==> config.mk <==
export PLATFORM = sky130hd
export DESIGN_NAME = nsu_cordic_pipe
export DESIGN_NICKNAME = d
export VERILOG_FILES = /design/src/rtl/nsu_pkg.sv /design/src/rtl/nsu_cordic_pipe.sv
export SDC_FILE = /design/constraint.sdc
export NUM_CORES = 2
export LEC_CHECK = 0
export BUFFER_PORTS_ARGS = -buffer_cell sky130_fd_sc_hd__clkbuf_2
export CAP_MARGIN = 30
export CORE_UTILIZATION = 60
export DETAILED_ROUTE_END_ITERATION = 7
export PLACE_DENSITY = 0.73
export SYNTH_ARGS = -nofsm -noshare
export SYNTH_HDL_FRONTEND = slang
export SYNTH_SLANG_ARGS = --single-unit
==> constraint.sdc <==
create_clock -name i_clk -period 17.4 [get_ports i_clk]
set_input_delay 0.87 -clock i_clk [delete_from_list [all_inputs] [get_ports i_clk]]
set_output_delay 0.87 -clock i_clk [all_outputs]
set_load 0.005 [all_outputs]
==> src/rtl/nsu_pkg.sv <==
// Shared types, constants and helper functions for the normal to spherical UV pipeline.
`timescale 1ns / 1ps
package nsu_pkg;

    localparam int COORD_BITS   = 16;
    localparam int CORDIC_STEPS = 16;
    localparam int SQRT_STEPS   = 32;
    localparam int CW           = 36;   // CORDIC vector width
    localparam int AW           = 32;   // angle accumulator width, 2^-32 turn
    localparam int QSH          = 32 - COORD_BITS;

    typedef struct packed {
        logic                 valid;
        logic                 last;
        logic                 zneg;
        logic                 xpos;
        logic                 zero;
        logic signed [31:0]   yw;
        logic signed [CW-1:0] uxr;
        logic signed [CW-1:0] uyi;
    } t_side;

    typedef struct packed {
        logic valid;
        logic last;
        logic zneg;
        logic xpos;
        logic zero;
    } t_tail;

    function automatic logic [AW-1:0] atan_turn(input int i);
        logic [AW-1:0] r;
        case (i)
            0:  r = 32'h20000000;
            1:  r = 32'h12E4051E;
            2:  r = 32'h09FB385B;
            3:  r = 32'h051111D4;
            4:  r = 32'h028B0D43;
            5:  r = 32'h0145D7E1;
            6:  r = 32'h00A2F61E;
            7:  r = 32'h00517C55;
            8:  r = 32'h0028BE53;
            9:  r = 32'h00145F2F;
            10: r = 32'h000A2F98;
            11: r = 32'h000517CC;
            12: r = 32'h00028BE6;
            13: r = 32'h000145F3;
            14: r = 32'h0000A2FA;
            15: r = 32'h0000517D;
            16: r = 32'h000028BE;
            17: r = 32'h0000145F;
            18: r = 32'h00000A30;
            19: r = 32'h00000518;
            20: r = 32'h0000028C;
            21: r = 32'h00000146;
            22: r = 32'h000000A3;
            23: r = 32'h00000051;
            24: r = 32'h00000029;
            25: r = 32'h00000014;
            26: r = 32'h0000000A;
            27: r = 32'h00000005;
            28: r = 32'h00000003;
            29: r = 32'h00000001;
            30: r = 32'h00000001;
            default: r = 32'h00000000;
        endcase
        return r;
    endfunction

    // Round half up to COORD_BITS fraction bits, clamp to [0, 2^COORD_BITS - 1].
    function automatic logic [15:0] quantize(input logic signed [CW-1:0] t);
        logic [CW-1:0] q;
        logic [CW-1:0] maxv;
        maxv = (CW'(1) << COORD_BITS) - CW'(1);
        if (t < 0) begin
            q = '0;
        end else begin
            q = (CW'(t) + (CW'(1) << (QSH - 1))) >> QSH;
        end
        if (q > maxv) begin
            q = maxv;
        end
        return q[15:0];
    endfunction

endpackage

==> src/rtl/nsu_cordic_pipe.sv <==
// Pipelined vectoring CORDIC, one rotation per stage, angle in 2^-32 turn.
`timescale 1ns / 1ps
module nsu_cordic_pipe
    import nsu_pkg::*;
(
    input  logic                 i_clk,
    input  logic                 i_en,
    input  logic signed [CW-1:0] i_xr,
    input  logic signed [CW-1:0] i_yi,
    output logic signed [AW-1:0] o_ang
);

    logic signed [CW-1:0] r_xr [CORDIC_STEPS];
    logic signed [CW-1:0] r_yi [CORDIC_STEPS];
    logic signed [AW-1:0] r_ang[CORDIC_STEPS];

    genvar i;
    generate
        for (i = 0; i < CORDIC_STEPS; i++) begin : g_stage
            localparam logic signed [AW-1:0] ATN = atan_turn(i);
            logic signed [CW-1:0] a_xr;
            logic signed [CW-1:0] a_yi;
            logic signed [AW-1:0] a_ang;
            logic signed [CW-1:0] n_xr;
            logic signed [CW-1:0] n_yi;
            logic signed [AW-1:0] n_ang;

            if (i == 0) begin : g_first
                assign a_xr  = i_xr;
                assign a_yi  = i_yi;
                assign a_ang = '0;
            end else begin : g_next
                assign a_xr  = r_xr[i-1];
                assign a_yi  = r_yi[i-1];
                assign a_ang = r_ang[i-1];
            end

            // rotate toward the x axis; y above zero counts as positive
            always_comb begin
                if (a_yi > 0) begin
                    n_xr  = a_xr + (a_yi >>> i);
                    n_yi  = a_yi - (a_xr >>> i);
                    n_ang = a_ang + ATN;
                end else begin
                    n_xr  = a_xr - (a_yi >>> i);
                    n_yi  = a_yi + (a_xr >>> i);
                    n_ang = a_ang - ATN;
                end
            end

            always_ff @(posedge i_clk) begin
                if (i_en) begin
                    r_xr[i]  <= n_xr;
                    r_yi[i]  <= n_yi;
                    r_ang[i] <= n_ang;
                end
            end
        end
    endgenerate

    assign o_ang = r_ang[CORDIC_STEPS-1];

endmodule

==> results.ini <==
[routing]
drc = 0
first_pass_iters = 6
drt-vias-per-instance = 6.38
routedWlPerCell_um = 21.3
drt_wl_total_mm = 356
drtAntennaViolNets = 0
drt_iter0_markers = 10100
via_count = 107000

[sta]
timing.final.crit_share = 0.480
setup_viol = 0
fmax_mhz = 120
hold_viol = 0
post-route-min-period_ns = 8.36
rsz0062_at_grt = false
tightestPinTransition_ns = 1.16
finalMaxSlewViolations = 0
tns_ns = 0
slew_headroom = 0.208
skew_ns = 0.0466

[synthesis]
synth_top_cell_by_area = edfxtp_1
synth_ff_type = edfxtp_1
ys_seq_area_frac = 0.342
synth_nets = 15300
synth_top_area_share = 0.342
ys_async_sr_fraction = 0
yosysWarnings = 0
synth_edf_count = 1467
synth_area_leaders = edfxtp_1 34%, ha_1 14%, xnor2_1 9.0%
ys_ff_latch = 1467
avgSynthCellArea_um2 = 9.43
synthCells = 13700
yosys.cell_types.count = 92
synthesis.area_mm2 = 0.129

[grt]
grt_pass1_vias = 101000
grt_max_degree = 191
track_usage = 0.318
antenna_found_initial = 7
grt_overflow = 0
grt_pass1_wl_mm = 557

[layout]
fillers = 17400
final_cell_mix = 1,474 x ha_1, 1,467 x edfxtp_1, 1,322 x xnor2_1, 1,318 x a21oi_1, 1,028 x nor2_1
drive_above_1_share = 0.0414
area_growth_pct = 7.50
nets = 15400
final_common_cell = ha_1

[clock_tree]
htree_levels = 4
postCtsSetupBuffers = 0
insertion_delay_ns = 0.84
clkSlewWorstSetupHoldPaths_ns = 0.06
cts-hold-fix-buffers = 0
cts_resized = 0
root_buffer = clkbuf_16
cts_buffers = 166
numClockSinks = 1467
ctsLongestPathBuffers = 3
cts_tree = built

[floorplanning]
ioPinCount = 106
die_x_um = 465
die_y_um = 465
core.rowCount = 169
die_area_mm2 = 0.217
start_util = 0.606
core_mm2 = 0.213

[placement]
routabilityCongestion = 0.993
portBuffers = 104
dp_hpwl_mm = 281

[critical_path]
arrival_ns = 8.90
crit_path_max_fanout = 19
critPathTopFamily = simple AND/OR/NAND/NOR gates
slowest_stage = o41ai_1
cpMostUsedCell = a21oi_1
crit_required_ns = 17.95
startpoint = r_yi[1][51]
critical_path.cell_chain = or4_1 -> or3_1 -> or3_1 -> nor3_2 -> nand3_1 -> nor4_2 -> nand4_2 -> nor2b_4 -> inv_1 -> buf_4 -> a21oi_1 -> xor2_1 -> ha_1 -> and4_1 -> nand3_1 -> o31a_1 -> o21ai_0 -> a21oi_1 -> o31a_1 -> o41ai_1 -> nor3_1 -> o21bai_1 -> a21oi_1 -> xnor2_1
r2r_start = r_yi[1][51]
cp-end-kind = flop
critPathMaxStageDelay_ns = 0.77
crit_type = reg2reg
crit_buf_inv = 2
startpoint_type = flop

[min_path]
hp-start = r_ang[1][33]
worstHoldPathType = reg2reg

[outcome]
outcome = complete, no violations

[run]
maxCapViolations = 0

-- metal layers --
metal  track usage  share of wire  vias to the layer above
li1              -              -                    51200
met1         0.449           0.45                    51500
met2         0.508           0.45                     3774
met3        0.0467          0.073                      531
met4        0.0883          0.027                        4
met5             0        0.00011                        -
-- sequential cells by signal, summed over array words and instances, names as in the netlist --
register and flops:
r_ang 438, r_xr 489, r_yi 540
-- stage by stage --
stage / setup slack [ns] / cell area (um2) / utilization / hold slack (ns) / instances
floorplan: 10.76 / 129000 / - / 0.400 / 13700
global placement: 9.26 / 133000 / 0.624 / 0.407 / 16400
detailed placement: 9.09 / 133000 / 0.624 / 0.410 / 16400
CTS: 9.06 / 138000 / 0.651 / 0.421 / 16700
global route: 8.51 / 139000 / 0.651 / 0.429 / 16800
finish: 9.04 / 139000 / 0.651 / 0.420 / 16800
-- final cells by class --
type	instances	area [um2]	area share
multi-input cells	11400	82000	0.592
flip-flops and latches	1467	44100	0.318
clock buffers	195	4310	0.0311
well taps	2821	3530	0.0255
inverters	557	2090	0.0151
clock inverters	114	1330	0.00963
repair buffers	179	1220	0.00883
diodes	2	5.00	0.0000361
-- cells by family (layout without fill, tap and decap cells) --
family          count (synthesis)  after routing  share of synthesized area
compound gates               4324           4324                      0.214
xor+xnor                     1976           1976                      0.134
fa+ha+maj                    1515           1515                      0.149
buf+inv                       782           1045                     0.0229
flops                        1467           1467                      0.342
mux                            43             43                    0.00341
other cells                     1              3                  0.0000291
simple gates                 3558           3558                      0.134
-- cell usage after synthesis, types with 17 or more instances --
| master | instances |
|---|---|
| edfxtp_1 | 1467 |
| nor2b_1 | 197 |
| fa_1 | 41 |
| o21bai_1 | 198 |
| a2111oi_0 | 27 |
| o211ai_1 | 70 |
| a21o_1 | 663 |
| xor2_1 | 654 |
| buf_1 | 17 |
| o22ai_1 | 18 |
| nand2b_1 | 221 |
| a31o_2 | 31 |
| a221oi_1 | 40 |
| and2_1 | 66 |
| or3_1 | 133 |
| a311oi_1 | 19 |
| o21ai_0 | 857 |
| nand2_1 | 815 |
| nand3_1 | 238 |
| mux2i_1 | 36 |
| o2111ai_1 | 28 |
| o31a_1 | 27 |
| nor3_1 | 265 |
| a21oi_1 | 1320 |
| a211o_1 | 33 |
| inv_1 | 541 |
| and3_1 | 133 |
| a211oi_1 | 127 |
| and4_1 | 23 |
| or4_1 | 64 |
| o21a_1 | 199 |
| a41oi_1 | 18 |
| ha_1 | 1474 |
| a31oi_1 | 126 |
| a21boi_0 | 64 |
| nand3b_1 | 28 |
| or2_2 | 58 |
| nand4_1 | 116 |
| o41ai_1 | 90 |
| a221o_1 | 18 |
| nor2_1 | 1029 |
| nor4_1 | 119 |
| xnor2_1 | 1322 |
| o31ai_1 | 216 |
| clkbuf_1 | 195 |
-- worst paths after layout --
| kind | endpoint | slack, ns | depth (start not counted) |
|---|---|---|---|
| max | r_yi[1][105] | 9.04 | 24 |
| max reg2reg | r_yi[1][105] | 9.04 | 24 |
| min reg2reg | r_ang[1][65] | 0.42 | 0 |
| min | r_ang[1][65] | 0.42 | 0 |
Power is left out: the tool's default activity adds up to more than one toggle a clock period on the data nets, which glitch-free logic cannot reach.
